## src/hdl/ptb_pkg.sv

```systemverilog
// Package for the periodic timer bank: command codes, controller states,
// and the command/status structs between controller and datapath. No dependencies.
package ptb_pkg;

   localparam int MASK_W = 8;

   typedef enum logic [2:0] {
      CMD_TICK  = 3'd0,
      CMD_SET   = 3'd1,
      CMD_KILL  = 3'd2,
      CMD_TAKE  = 3'd3,
      CMD_QUERY = 3'd4
   } cmd_type;

   typedef enum logic [2:0] {
      ST_IDLE,
      ST_TICK,
      ST_EXEC,
      ST_TAKE_INIT,
      ST_SCAN,
      ST_DONE
   } state_type;

   typedef struct packed {
      logic req_ready;
      logic latch_req;
      logic tick_step;
      logic set_step;
      logic kill_step;
      logic take_init;
      logic scan_step;
      logic sel_walk;
      logic sel_scan;
      logic load_rsp;
   } ctrl_type;

   typedef struct packed {
      logic       req_valid;
      logic [2:0] req_cmd;
      logic [2:0] held_cmd;
      logic       walk_last;
      logic       scan_hit;
      logic       scan_last;
      logic       rsp_free;
   } status_type;

endpackage

```

## src/hdl/ptb_if.sv

```systemverilog
// Request and response channel interfaces of the periodic timer bank.
// Valid/ready handshake; no dependencies.
interface ptb_req_if;
   logic        valid;
   logic        ready;
   logic [2:0]  cmd;
   logic [2:0]  timer_index;
   logic [31:0] interval;
   logic        use_callback;

   modport source (output valid, output cmd, output timer_index, output interval,
                   output use_callback, input ready);
   modport sink   (input valid, input cmd, input timer_index, input interval,
                   input use_callback, output ready);
endinterface

interface ptb_rsp_if;
   logic        valid;
   logic        ready;
   logic [3:0]  ready_index;
   logic        timed_out;
   logic [31:0] elapsed_ticks;
   logic [7:0]  callback_mask;

   modport source (output valid, output ready_index, output timed_out,
                   output elapsed_ticks, output callback_mask, input ready);
   modport sink   (input valid, input ready_index, input timed_out,
                   input elapsed_ticks, input callback_mask, output ready);
endinterface

```

## src/hdl/ptb_ctrl.sv

```systemverilog
// Controller of the periodic timer bank: sequences tick walks, set/kill,
// take-ready scans and result loading. Depends on ptb_pkg.
module ptb_ctrl (
   input  logic                 clock,
   input  logic                 reset,
   input  ptb_pkg::status_type  stat,
   output ptb_pkg::ctrl_type    ctrl
);

   ptb_pkg::state_type state_ff, state_in;

   always_ff @(posedge clock) begin
      if (reset) begin
         state_ff <= ptb_pkg::ST_IDLE;
      end else begin
         state_ff <= state_in;
      end
   end

   always_comb begin
      state_in = state_ff;
      ctrl     = '0;
      case (state_ff)
         ptb_pkg::ST_IDLE: begin
            ctrl.req_ready = 1'b1;
            if (stat.req_valid) begin
               ctrl.latch_req = 1'b1;
               case (stat.req_cmd)
                  ptb_pkg::CMD_TICK: state_in = ptb_pkg::ST_TICK;
                  ptb_pkg::CMD_SET:  state_in = ptb_pkg::ST_EXEC;
                  ptb_pkg::CMD_KILL: state_in = ptb_pkg::ST_EXEC;
                  ptb_pkg::CMD_TAKE: state_in = ptb_pkg::ST_TAKE_INIT;
                  default:           state_in = ptb_pkg::ST_DONE;
               endcase
            end
         end
         ptb_pkg::ST_TICK: begin
            ctrl.sel_walk  = 1'b1;
            ctrl.tick_step = 1'b1;
            if (stat.walk_last) begin
               state_in = ptb_pkg::ST_DONE;
            end
         end
         ptb_pkg::ST_EXEC: begin
            if (stat.held_cmd == ptb_pkg::CMD_SET) begin
               ctrl.set_step = 1'b1;
            end else begin
               ctrl.kill_step = 1'b1;
            end
            state_in = ptb_pkg::ST_DONE;
         end
         ptb_pkg::ST_TAKE_INIT: begin
            ctrl.take_init = 1'b1;
            state_in       = ptb_pkg::ST_SCAN;
         end
         ptb_pkg::ST_SCAN: begin
            ctrl.sel_scan  = 1'b1;
            ctrl.scan_step = 1'b1;
            if (stat.scan_hit || stat.scan_last) begin
               state_in = ptb_pkg::ST_DONE;
            end
         end
         ptb_pkg::ST_DONE: begin
            // wait for the output register to free up
            if (stat.rsp_free) begin
               ctrl.load_rsp = 1'b1;
               state_in      = ptb_pkg::ST_IDLE;
            end
         end
         default: begin
            state_in = ptb_pkg::ST_IDLE;
         end
      endcase
   end

endmodule

```

## src/hdl/ptb_datapath.sv

```systemverilog
// Datapath of the periodic timer bank: timer state, walk counter, scan pointer,
// request latch and response register. Depends on ptb_pkg and ptb_if.
module ptb_datapath #(
   parameter int NUM_TIMERS  = 8,
   parameter int COUNT_WIDTH = 32
) (
   input  logic                 clock,
   input  logic                 reset,
   ptb_req_if.sink              req_chan,
   ptb_rsp_if.source            rsp_chan,
   input  ptb_pkg::ctrl_type    ctrl,
   output ptb_pkg::status_type  stat
);

   localparam int IDX_W = (NUM_TIMERS > 1) ? $clog2(NUM_TIMERS) : 1;
   localparam int PTR_W = $clog2(NUM_TIMERS + 1);

   // timer state
   logic                   en_ff   [NUM_TIMERS];
   logic                   cb_ff   [NUM_TIMERS];
   logic                   flag_ff [NUM_TIMERS];
   logic [COUNT_WIDTH-1:0] cnt_ff  [NUM_TIMERS];
   logic [COUNT_WIDTH-1:0] rld_ff  [NUM_TIMERS];
   logic [PTR_W-1:0]       ptr_ff;
   logic [IDX_W-1:0]       walk_ff;
   logic [ptb_pkg::MASK_W-1:0] mask_ff;

   // latched request
   logic [2:0]             cmd_ff;
   logic [IDX_W-1:0]       idx_ff;
   logic                   idx_ok_ff;
   logic [COUNT_WIDTH-1:0] ivl_ff;
   logic                   ucb_ff;

   // response register
   logic        rsp_valid_ff;
   logic [3:0]  rsp_ready_idx_ff;
   logic        rsp_tmo_ff;
   logic [31:0] rsp_elapsed_ff;
   logic [7:0]  rsp_mask_ff;

   logic [IDX_W-1:0]       rd_addr;
   logic                   ent_en;
   logic                   ent_cb;
   logic                   ent_flag;
   logic [COUNT_WIDTH-1:0] ent_cnt;
   logic [COUNT_WIDTH-1:0] ent_rld;
   logic [COUNT_WIDTH-1:0] ent_diff;
   logic [COUNT_WIDTH-1:0] cnt_dec;
   logic                   req_idx_ok;
   logic                   rsp_free;

   // one shared address for all entry accesses
   always_comb begin
      if (ctrl.sel_walk) begin
         rd_addr = walk_ff;
      end else if (ctrl.sel_scan) begin
         rd_addr = ptr_ff[IDX_W-1:0];
      end else begin
         rd_addr = idx_ff;
      end
   end

   assign ent_en     = en_ff[rd_addr];
   assign ent_cb     = cb_ff[rd_addr];
   assign ent_flag   = flag_ff[rd_addr];
   assign ent_cnt    = cnt_ff[rd_addr];
   assign ent_rld    = rld_ff[rd_addr];
   // elapsed ticks wrap at the count width
   assign ent_diff   = ent_rld - ent_cnt;
   assign cnt_dec    = ent_cnt - COUNT_WIDTH'(1);
   assign req_idx_ok = (32'(req_chan.timer_index) < 32'(NUM_TIMERS));
   assign rsp_free   = !rsp_valid_ff || rsp_chan.ready;

   always_ff @(posedge clock) begin
      if (ctrl.latch_req) begin
         cmd_ff    <= req_chan.cmd;
         idx_ff    <= req_idx_ok ? IDX_W'(req_chan.timer_index) : '0;
         idx_ok_ff <= req_idx_ok;
         ivl_ff    <= COUNT_WIDTH'(req_chan.interval);
         ucb_ff    <= req_chan.use_callback;
      end
   end

   always_ff @(posedge clock) begin
      if (reset) begin
         for (int i = 0; i < NUM_TIMERS; i++) begin
            en_ff[i]   <= 1'b0;
            cb_ff[i]   <= 1'b0;
            flag_ff[i] <= 1'b0;
            cnt_ff[i]  <= '0;
            rld_ff[i]  <= '0;
         end
      end else begin
         if (ctrl.tick_step && ent_en && ent_cnt != '0) begin
            if (cnt_dec == '0) begin
               cnt_ff[rd_addr] <= ent_rld;
               if (!ent_cb) begin
                  flag_ff[rd_addr] <= 1'b1;
               end
            end else begin
               cnt_ff[rd_addr] <= cnt_dec;
            end
         end
         if (ctrl.set_step && idx_ok_ff) begin
            en_ff[rd_addr]   <= 1'b1;
            cnt_ff[rd_addr]  <= ivl_ff;
            rld_ff[rd_addr]  <= ivl_ff;
            cb_ff[rd_addr]   <= ucb_ff;
            flag_ff[rd_addr] <= 1'b0;
         end
         if (ctrl.kill_step && idx_ok_ff) begin
            en_ff[rd_addr] <= 1'b0;
         end
         if (ctrl.scan_step && ent_en && ent_flag) begin
            flag_ff[rd_addr] <= 1'b0;
         end
      end
   end

   // walk counter and callback mask for ticks
   always_ff @(posedge clock) begin
      if (reset) begin
         walk_ff <= '0;
         mask_ff <= '0;
      end else if (ctrl.latch_req) begin
         walk_ff <= '0;
         mask_ff <= '0;
      end else if (ctrl.tick_step) begin
         walk_ff <= walk_ff + IDX_W'(1);
         if (ent_en && ent_cnt != '0 && cnt_dec == '0 && ent_cb
             && 32'(walk_ff) < 32'(ptb_pkg::MASK_W)) begin
            mask_ff[3'(walk_ff)] <= 1'b1;
         end
      end
   end

   // scan pointer stays on a found timer and steps past a miss; past the end it wraps to zero at the next take
   always_ff @(posedge clock) begin
      if (reset) begin
         ptr_ff <= '0;
      end else if (ctrl.take_init) begin
         if (ptr_ff >= PTR_W'(NUM_TIMERS)) begin
            ptr_ff <= '0;
         end
      end else if (ctrl.scan_step && !(ent_en && ent_flag)) begin
         ptr_ff <= ptr_ff + PTR_W'(1);
      end
   end

   always_ff @(posedge clock) begin
      if (reset) begin
         rsp_valid_ff <= 1'b0;
      end else if (ctrl.load_rsp) begin
         rsp_valid_ff <= 1'b1;
      end else if (rsp_chan.ready) begin
         rsp_valid_ff <= 1'b0;
      end
   end

   always_ff @(posedge clock) begin
      if (ctrl.load_rsp) begin
         rsp_ready_idx_ff <= (cmd_ff == ptb_pkg::CMD_TAKE) ? 4'(ptr_ff) : 4'(NUM_TIMERS);
         rsp_tmo_ff       <= idx_ok_ff && ent_en && ent_flag;
         rsp_elapsed_ff   <= (idx_ok_ff && ent_en) ? 32'(ent_diff) : 32'd0;
         rsp_mask_ff      <= (cmd_ff == ptb_pkg::CMD_TICK) ? mask_ff : '0;
      end
   end

   assign req_chan.ready         = ctrl.req_ready;
   assign rsp_chan.valid         = rsp_valid_ff;
   assign rsp_chan.ready_index   = rsp_ready_idx_ff;
   assign rsp_chan.timed_out     = rsp_tmo_ff;
   assign rsp_chan.elapsed_ticks = rsp_elapsed_ff;
   assign rsp_chan.callback_mask = rsp_mask_ff;

   always_comb begin
      stat           = '0;
      stat.req_valid = req_chan.valid;
      stat.req_cmd   = req_chan.cmd;
      stat.held_cmd  = cmd_ff;
      stat.walk_last = (walk_ff == IDX_W'(NUM_TIMERS - 1));
      stat.scan_hit  = ent_en && ent_flag;
      stat.scan_last = (ptr_ff == PTR_W'(NUM_TIMERS - 1));
      stat.rsp_free  = rsp_free;
   end

   a_ptr_bound: assert property (@(posedge clock) disable iff (reset)
      ptr_ff <= PTR_W'(NUM_TIMERS))
      else $error("scan pointer beyond timer count");

   a_no_overwrite: assert property (@(posedge clock) disable iff (reset)
      ctrl.load_rsp |-> rsp_free)
      else $error("response loaded over a pending transfer");

   a_mask_tick_only: assert property (@(posedge clock) disable iff (reset)
      (rsp_valid_ff && rsp_ready_idx_ff != 4'(NUM_TIMERS)) |-> rsp_mask_ff == '0)
      else $error("callback mask set on a take-ready result");

   a_hit_clears: assert property (@(posedge clock) disable iff (reset)
      (ctrl.scan_step && ent_en && ent_flag) |=> ctrl.load_rsp || !ctrl.scan_step)
      else $error("scan kept going after a hit");

endmodule

```

## src/hdl/periodic_timer_bank_top.sv

```systemverilog
// Top level of the periodic timer bank: controller plus datapath.
// Depends on ptb_pkg, ptb_if, ptb_ctrl and ptb_datapath.
//
//   channel    dir  handshake     payload
//   req_chan   in   valid/ready   cmd, timer_index, interval, use_callback
//   rsp_chan   out  valid/ready   ready_index, timed_out, elapsed_ticks, callback_mask
//
// One item at a time; a tick walks the timers one per cycle, set and kill
// pass through the execute state, a query goes straight to its result, and take-ready
// scans from its pointer, one timer checked per cycle, up to a hit or the last timer.
// Reset is synchronous and clears every timer; no clearing pass is needed.
// A registered response lets the next request be accepted while a result waits;
// the controller holds its next result until that register is free.
module periodic_timer_bank_top #(
   parameter int NUM_TIMERS  = 8,
   parameter int COUNT_WIDTH = 32
) (
   input  logic       clock,
   input  logic       reset,
   ptb_req_if.sink    req_chan,
   ptb_rsp_if.source  rsp_chan
);

   ptb_pkg::ctrl_type   ctrl;
   ptb_pkg::status_type stat;

   ptb_ctrl u_ctrl (
      .clock (clock),
      .reset (reset),
      .stat  (stat),
      .ctrl  (ctrl)
   );

   ptb_datapath #(
      .NUM_TIMERS  (NUM_TIMERS),
      .COUNT_WIDTH (COUNT_WIDTH)
   ) u_datapath (
      .clock    (clock),
      .reset    (reset),
      .req_chan (req_chan),
      .rsp_chan (rsp_chan),
      .ctrl     (ctrl),
      .stat     (stat)
   );

endmodule

```

## src/flat_wrapper.sv

```systemverilog
// flat-port wrapper written by rule: the top's interface ports become plain ports
module periodic_timer_bank_top_flat 
#(
   parameter int NUM_TIMERS  = 8,
   parameter int COUNT_WIDTH = 32
)
  (clock, reset, req_chan_valid, req_chan_cmd, req_chan_timer_index, req_chan_interval, req_chan_use_callback, req_chan_ready, rsp_chan_valid, rsp_chan_ready_index, rsp_chan_timed_out, rsp_chan_elapsed_ticks, rsp_chan_callback_mask, rsp_chan_ready);
  ptb_req_if req_chan_i ();
  ptb_rsp_if rsp_chan_i ();
  input  logic clock;
  input  logic reset;
  input wire logic [$bits(req_chan_i.valid)-1:0] req_chan_valid;
  input wire logic [$bits(req_chan_i.cmd)-1:0] req_chan_cmd;
  input wire logic [$bits(req_chan_i.timer_index)-1:0] req_chan_timer_index;
  input wire logic [$bits(req_chan_i.interval)-1:0] req_chan_interval;
  input wire logic [$bits(req_chan_i.use_callback)-1:0] req_chan_use_callback;
  output wire logic [$bits(req_chan_i.ready)-1:0] req_chan_ready;
  output wire logic [$bits(rsp_chan_i.valid)-1:0] rsp_chan_valid;
  output wire logic [$bits(rsp_chan_i.ready_index)-1:0] rsp_chan_ready_index;
  output wire logic [$bits(rsp_chan_i.timed_out)-1:0] rsp_chan_timed_out;
  output wire logic [$bits(rsp_chan_i.elapsed_ticks)-1:0] rsp_chan_elapsed_ticks;
  output wire logic [$bits(rsp_chan_i.callback_mask)-1:0] rsp_chan_callback_mask;
  input wire logic [$bits(rsp_chan_i.ready)-1:0] rsp_chan_ready;
  assign req_chan_i.valid = req_chan_valid;
  assign req_chan_i.cmd = req_chan_cmd;
  assign req_chan_i.timer_index = req_chan_timer_index;
  assign req_chan_i.interval = req_chan_interval;
  assign req_chan_i.use_callback = req_chan_use_callback;
  assign req_chan_ready = req_chan_i.ready;
  assign rsp_chan_valid = rsp_chan_i.valid;
  assign rsp_chan_ready_index = rsp_chan_i.ready_index;
  assign rsp_chan_timed_out = rsp_chan_i.timed_out;
  assign rsp_chan_elapsed_ticks = rsp_chan_i.elapsed_ticks;
  assign rsp_chan_callback_mask = rsp_chan_i.callback_mask;
  assign rsp_chan_i.ready = rsp_chan_ready;
  periodic_timer_bank_top #(.NUM_TIMERS(NUM_TIMERS), .COUNT_WIDTH(COUNT_WIDTH)) u_core (.clock(clock), .reset(reset), .req_chan(req_chan_i), .rsp_chan(rsp_chan_i));
endmodule
```

## config.mk

```make
export PLATFORM = sky130hd
export DESIGN_NAME = periodic_timer_bank_top_flat
export DESIGN_NICKNAME = d
export VERILOG_FILES = /design/src/hdl/ptb_pkg.sv /design/src/hdl/ptb_if.sv /design/src/hdl/ptb_ctrl.sv /design/src/hdl/ptb_datapath.sv /design/src/hdl/periodic_timer_bank_top.sv /design/src/flat_wrapper.sv
export SDC_FILE = /design/constraint.sdc
export NUM_CORES = 1
export LEC_CHECK = 0
export BUFFER_PORTS_ARGS = -buffer_cell sky130_fd_sc_hd__buf_2
export CAP_MARGIN = 20
export CORE_MARGIN = 5
export CORE_UTILIZATION = 40
export DETAILED_ROUTE_END_ITERATION = 8
export PLACE_DENSITY = 0.64
export SLEW_MARGIN = 25
export SYNTH_ARGS = -nofsm -noshare
export SYNTH_HDL_FRONTEND = slang
export SYNTH_SLANG_ARGS = --single-unit
```

## constraint.sdc

```tcl
create_clock -name clock -period 5.8 [get_ports clock]
set_input_delay 0.87 -clock clock [delete_from_list [all_inputs] [get_ports clock]]
set_output_delay 0.87 -clock clock [all_outputs]
set_load 0.05 [all_outputs]
```

==> out/summary.log <==
qor: run_status.status finished clean
qor: critical_path.required 6.15 ns
qor: routing.vias_per_cell 6.19
qor: place.port_buffers 89
qor: floorplanning.die_area 83,800 sq um
qor: logic_synthesis.synthArstFlopShare 0
qor: layout.postLayoutCellArea 37,400 sq um
qor: timing.achievable-frequency 0.178 GHz
qor: floorplanning.die_width 290 um
qor: routing.routed_wl 116 mm
qor: place.final_weighted_congestion_in_routability_driven_placement 1.03
qor: pwr.power.switching 10.7 mW
qor: logic_synthesis.synthesis.area_per_instance 11.9 sq um
qor: logic_synthesis.yosys.cell_count.top_type sky130_fd_sc_hd__edfxtp_1
qor: layout.post_route_cells_drive_above_1_share 0.207
qor: timing.whs 0.415 ns
qor: place.hpwl 79.1 mm
qor: clock_network.holdBufCountCts 0
qor: logic_synthesis.synthDominantCellAreaShare 0.596
qor: global_route.global_route.usage.total 0.274
qor: pwr.leakagePower 13.0 nW
qor: critical_path.data_arrival_at_the_endpoint_of_the_critical_path 5.97 ns
qor: pwr.irDropWorstVdd 0.359 mV
qor: layout.final_std_cells_w_o_fill 3,982
qor: critical_path.ff2ff_setup_slack 0.18 ns
qor: place.placedCellCount 3,844
qor: layout.area.growth.synth_to_final 19.7%
qor: clock_network.clk_pin_slew 0.06 ns
qor: routing.drtAntennaViolNets 0
qor: critical_path.critical_path_peak_fanout 26
qor: clock_network.clk_latency 0.64 ns
qor: timing.hold_viol 0
qor: global_route.antenna_found_initial 4
qor: min_path.hold_class in -> reg
qor: pwr.power_density 625 nW/um^2
qor: global_route.grt_first_pass_wirelength 167 mm
qor: timing.tightestPinTransition 0.986 ns
qor: logic_synthesis.yosysWarningCount 0
qor: clock_network.buffer_levels_on_the_longest_clock_path 3
qor: pwr.comb_power_share 0.557
qor: global_route.grt_start_max_net_pins 53
qor: timing.slew-limit-headroom 0.340
qor: routing.detail_route.first_pass.iterations 6
qor: routing.drcViolationCount 0
qor: timing.fin_worst_skew 0.0324 ns
qor: logic_synthesis.syn-instance-count 2,633
qor: logic_synthesis.number_of_synthesized_flops_with_an_enable_pin 620
qor: logic_synthesis.synth_seq_area_share 0.608
qor: timing.timing.final.crit_share 0.969
qor: timing.final_critical_delay_including_setup_and_external_delays 5.62 ns
qor: pwr.switching_portion_of_total_power 0.458
qor: critical_path.setup.worst_path.class reg -> reg
qor: logic_synthesis.synth.top_cells.by_count sky130_fd_sc_hd__edfxtp_1 (620), sky130_fd_sc_hd__nor2_1 (369), sky130_fd_sc_hd__nand2_1 (201)
qor: timing.setup_total_negative_slack 0 ns
qor: logic_synthesis.mappedNetlistArea 31,300 sq um
qor: floorplanning.effective_utilization_at_floorplan 0.404
qor: floorplanning.rows 102
qor: place.detailed_place.area 34,900 sq um
qor: timing.maxSlewViolCount 0
qor: global_route.first_global_vias 24.2k
qor: clock_network.cts_htree_levels 3
qor: clock_network.cts-root-buf sky130_fd_sc_hd__clkbuf_16
qor: logic_synthesis.synthTopCellsByArea sky130_fd_sc_hd__edfxtp_1 (60%), sky130_fd_sc_hd__nor2_1 (4.4%), sky130_fd_sc_hd__a211oi_1 (3.7%)
qor: logic_synthesis.mappedNetlistNets 2,715
qor: floorplanning.top_level_ports 90
qor: pwr.power.share.sequential 0.243
qor: logic_synthesis.synth.largest_area_cell sky130_fd_sc_hd__edfxtp_1
qor: global_route.grt_total_ovfl 0
qor: critical_path.timing.critical_path.from_type flop
qor: floorplanning.die-height 290 um
qor: pwr.power_frac_clock 0.200
qor: flow_run.drv_cap 0
qor: pwr.cellInternalPower 12.7 mW
qor: routing.vias 24.6k
qor: layout.final_nets 2,967
qor: critical_path.critical_path.endpoint_type flop
qor: clock_network.number_of_sinks_on_the_clock_net 639
qor: timing.finalSetupViolations 0
qor: clock_network.cts_inserted_buffers 72
qor: routing.drt-initial-drc-count 3,204
qor: floorplanning.core_area 77,500 sq um
qor: logic_synthesis.yosysUniqueCellTypes 108
qor: logic_synthesis.yosys_most_used_dff sky130_fd_sc_hd__edfxtp_1
qor: logic_synthesis.yosys_register_bits 639
qor: routing.wl_per_cell 29.2 um
qor: clock_network.cts_tree yes
worst max-delay path, cell delays in order, from the launching register on:
cell	delay, ns
sky130_fd_sc_hd__dfxtp_1	0.37
sky130_fd_sc_hd__or3b_1	0.44
sky130_fd_sc_hd__and3_1	0.31
sky130_fd_sc_hd__nand4_1	0.13
sky130_fd_sc_hd__buf_4	0.19
sky130_fd_sc_hd__nor2_4	0.07
sky130_fd_sc_hd__buf_4	0.18
sky130_fd_sc_hd__buf_4	0.27
sky130_fd_sc_hd__a221oi_1	0.37
sky130_fd_sc_hd__nand3_1	0.43
sky130_fd_sc_hd__ha_1	0.51
sky130_fd_sc_hd__and4_1	0.22
sky130_fd_sc_hd__a211oi_1	0.24
sky130_fd_sc_hd__inv_1	0.10
sky130_fd_sc_hd__o21ba_2	0.22
sky130_fd_sc_hd__o21a_1	0.22
sky130_fd_sc_hd__o31a_1	0.30
sky130_fd_sc_hd__o211ai_1	0.33
sky130_fd_sc_hd__a21oi_1	0.15
sky130_fd_sc_hd__nor3_1	0.18
sky130_fd_sc_hd__nor3_1	0.08
layout make-up:
cell class | instances | area, sq um
clock inverters | 36 | 408
fillers | 6871 | 40100
inverters | 41 | 154
multi-input cells | 1766 | 11500
well taps | 1040 | 1300
flip-flops and latches | 639 | 19000
diodes | 1 | 2.50
clock buffers | 94 | 2010
repair buffers | 365 | 3040
power groups by stage:
stage / Clock [mW] / Combinational (mW) / Sequential (mW)
2_1_floorplan: 0 / 7.07 / 5.93
3_3_place_gp: 0 / 12.5 / 5.75
3_5_place_dp: 0 / 12.6 / 5.76
4_1_cts: 4.73 / 12.7 / 5.67
5_1_grt: 4.92 / 13.7 / 5.70
6_report: 4.69 / 13.0 / 5.67
per-layer routing:
metal / vias to the layer above / GRT usage / part of all wire
met5: - / 0 / 0
met4: 0 / 0.159 / 0.065
met3: 308 / 0.0532 / 0.10
met2: 1529 / 0.427 / 0.46
met1: 12100 / 0.358 / 0.38
li1: 10700 / - / -
cell families after synthesis:
logic type	Yosys count	synth area share
AOI/OAI and AO/OA	715	0.176
adders and majority gates	39	0.0158
xor gates and xnor gates	41	0.0115
DFF	639	0.608
buffers and inverters	228	0.0329
muxes	45	0.0146
and+or+nand+nor	926	0.141
cells in the final DEF (no fill, tap or decap), drive strengths merged, types with 8 or more instances in the layout:
cell | Yosys | routed
nand2 | 204 | 204
nor2 | 373 | 373
nor3b | 10 | 10
o21a | 8 | 8
clkbuf | 118 | 94
a21oi | 151 | 151
a211oi | 169 | 169
dfxtp | 19 | 19
mux2i | 39 | 39
inv | 41 | 43
a32o | 10 | 10
o211ai | 19 | 19
a21boi | 10 | 10
nand3 | 65 | 65
xor2 | 14 | 14
o22ai | 15 | 15
and2 | 30 | 30
or3 | 8 | 8
nor3 | 81 | 81
a22oi | 108 | 108
a31oi | 24 | 24
nor2b | 11 | 11
xnor2 | 27 | 27
clkinv | 0 | 24
a22o | 17 | 17
buf | 69 | 365
nand4 | 35 | 35
and3 | 50 | 50
edfxtp | 620 | 620
o21ai | 59 | 59
nor4 | 13 | 13
a221oi | 31 | 31
a21o | 18 | 18
or2 | 8 | 8
a311oi | 8 | 8
ha | 38 | 38
final timing paths:
kind | startpoint | endpoint | cells past startpoint
setup / recovery | u_core.u_ctrl.state_ff[2] | u_core.u_datapath.rsp_chan.elapsed_ticks[29] | 20
hold / removal | req_chan_interval[15] | u_core.u_datapath.ivl_ff[15] | 1
setup reg to reg | u_core.u_ctrl.state_ff[2] | u_core.u_datapath.rsp_chan.elapsed_ticks[29] | 20
hold reg to reg | u_core.u_datapath.mask_ff[2] | u_core.u_datapath.mask_ff[2] | 2
sequential cells by signal, summed over array words and instances (netlist names):
register / cells
u_core.u_ctrl.state_ff: 3
u_core.u_datapath.cb_ff: 8
u_core.u_datapath.cmd_ff: 3
u_core.u_datapath.cnt_ff: 256
u_core.u_datapath.en_ff: 8
u_core.u_datapath.flag_ff: 8
u_core.u_datapath.idx_ff: 3
u_core.u_datapath.ivl_ff: 32
u_core.u_datapath.mask_ff: 8
u_core.u_datapath.ptr_ff: 4
u_core.u_datapath.rld_ff: 256
u_core.u_datapath.rsp_chan.callback_mask: 8
u_core.u_datapath.rsp_chan.elapsed_ticks: 32
u_core.u_datapath.rsp_chan.ready_index: 4
u_core.u_datapath.rsp_chan.timed_out: 1
u_core.u_datapath.rsp_chan.valid: 1
u_core.u_datapath.ucb_ff: 1
u_core.u_datapath.walk_ff: 3
stage by stage:
stage | worst slack (ns) | power, mW | util
after global placement | 0.0473 | 18.3 | 0.450
after CTS | 0.0881 | 23.1 | 0.481
after global routing | -0.0581 | 24.3 | 0.483
after detailed placement | -0.0154 | 18.4 | 0.450
after floorplan | 0.0753 | 13.0 | -
final | 0.178 | 23.4 | 0.483
what timing repair did:
action / in CTS / in global routing
setup buffers: 0 / 6
gates resized for setup: 2 / 21
endpoints found under the setup margin: 3 / 12
pin swaps: 0 / 2
(Power assumes the default switching activity.)
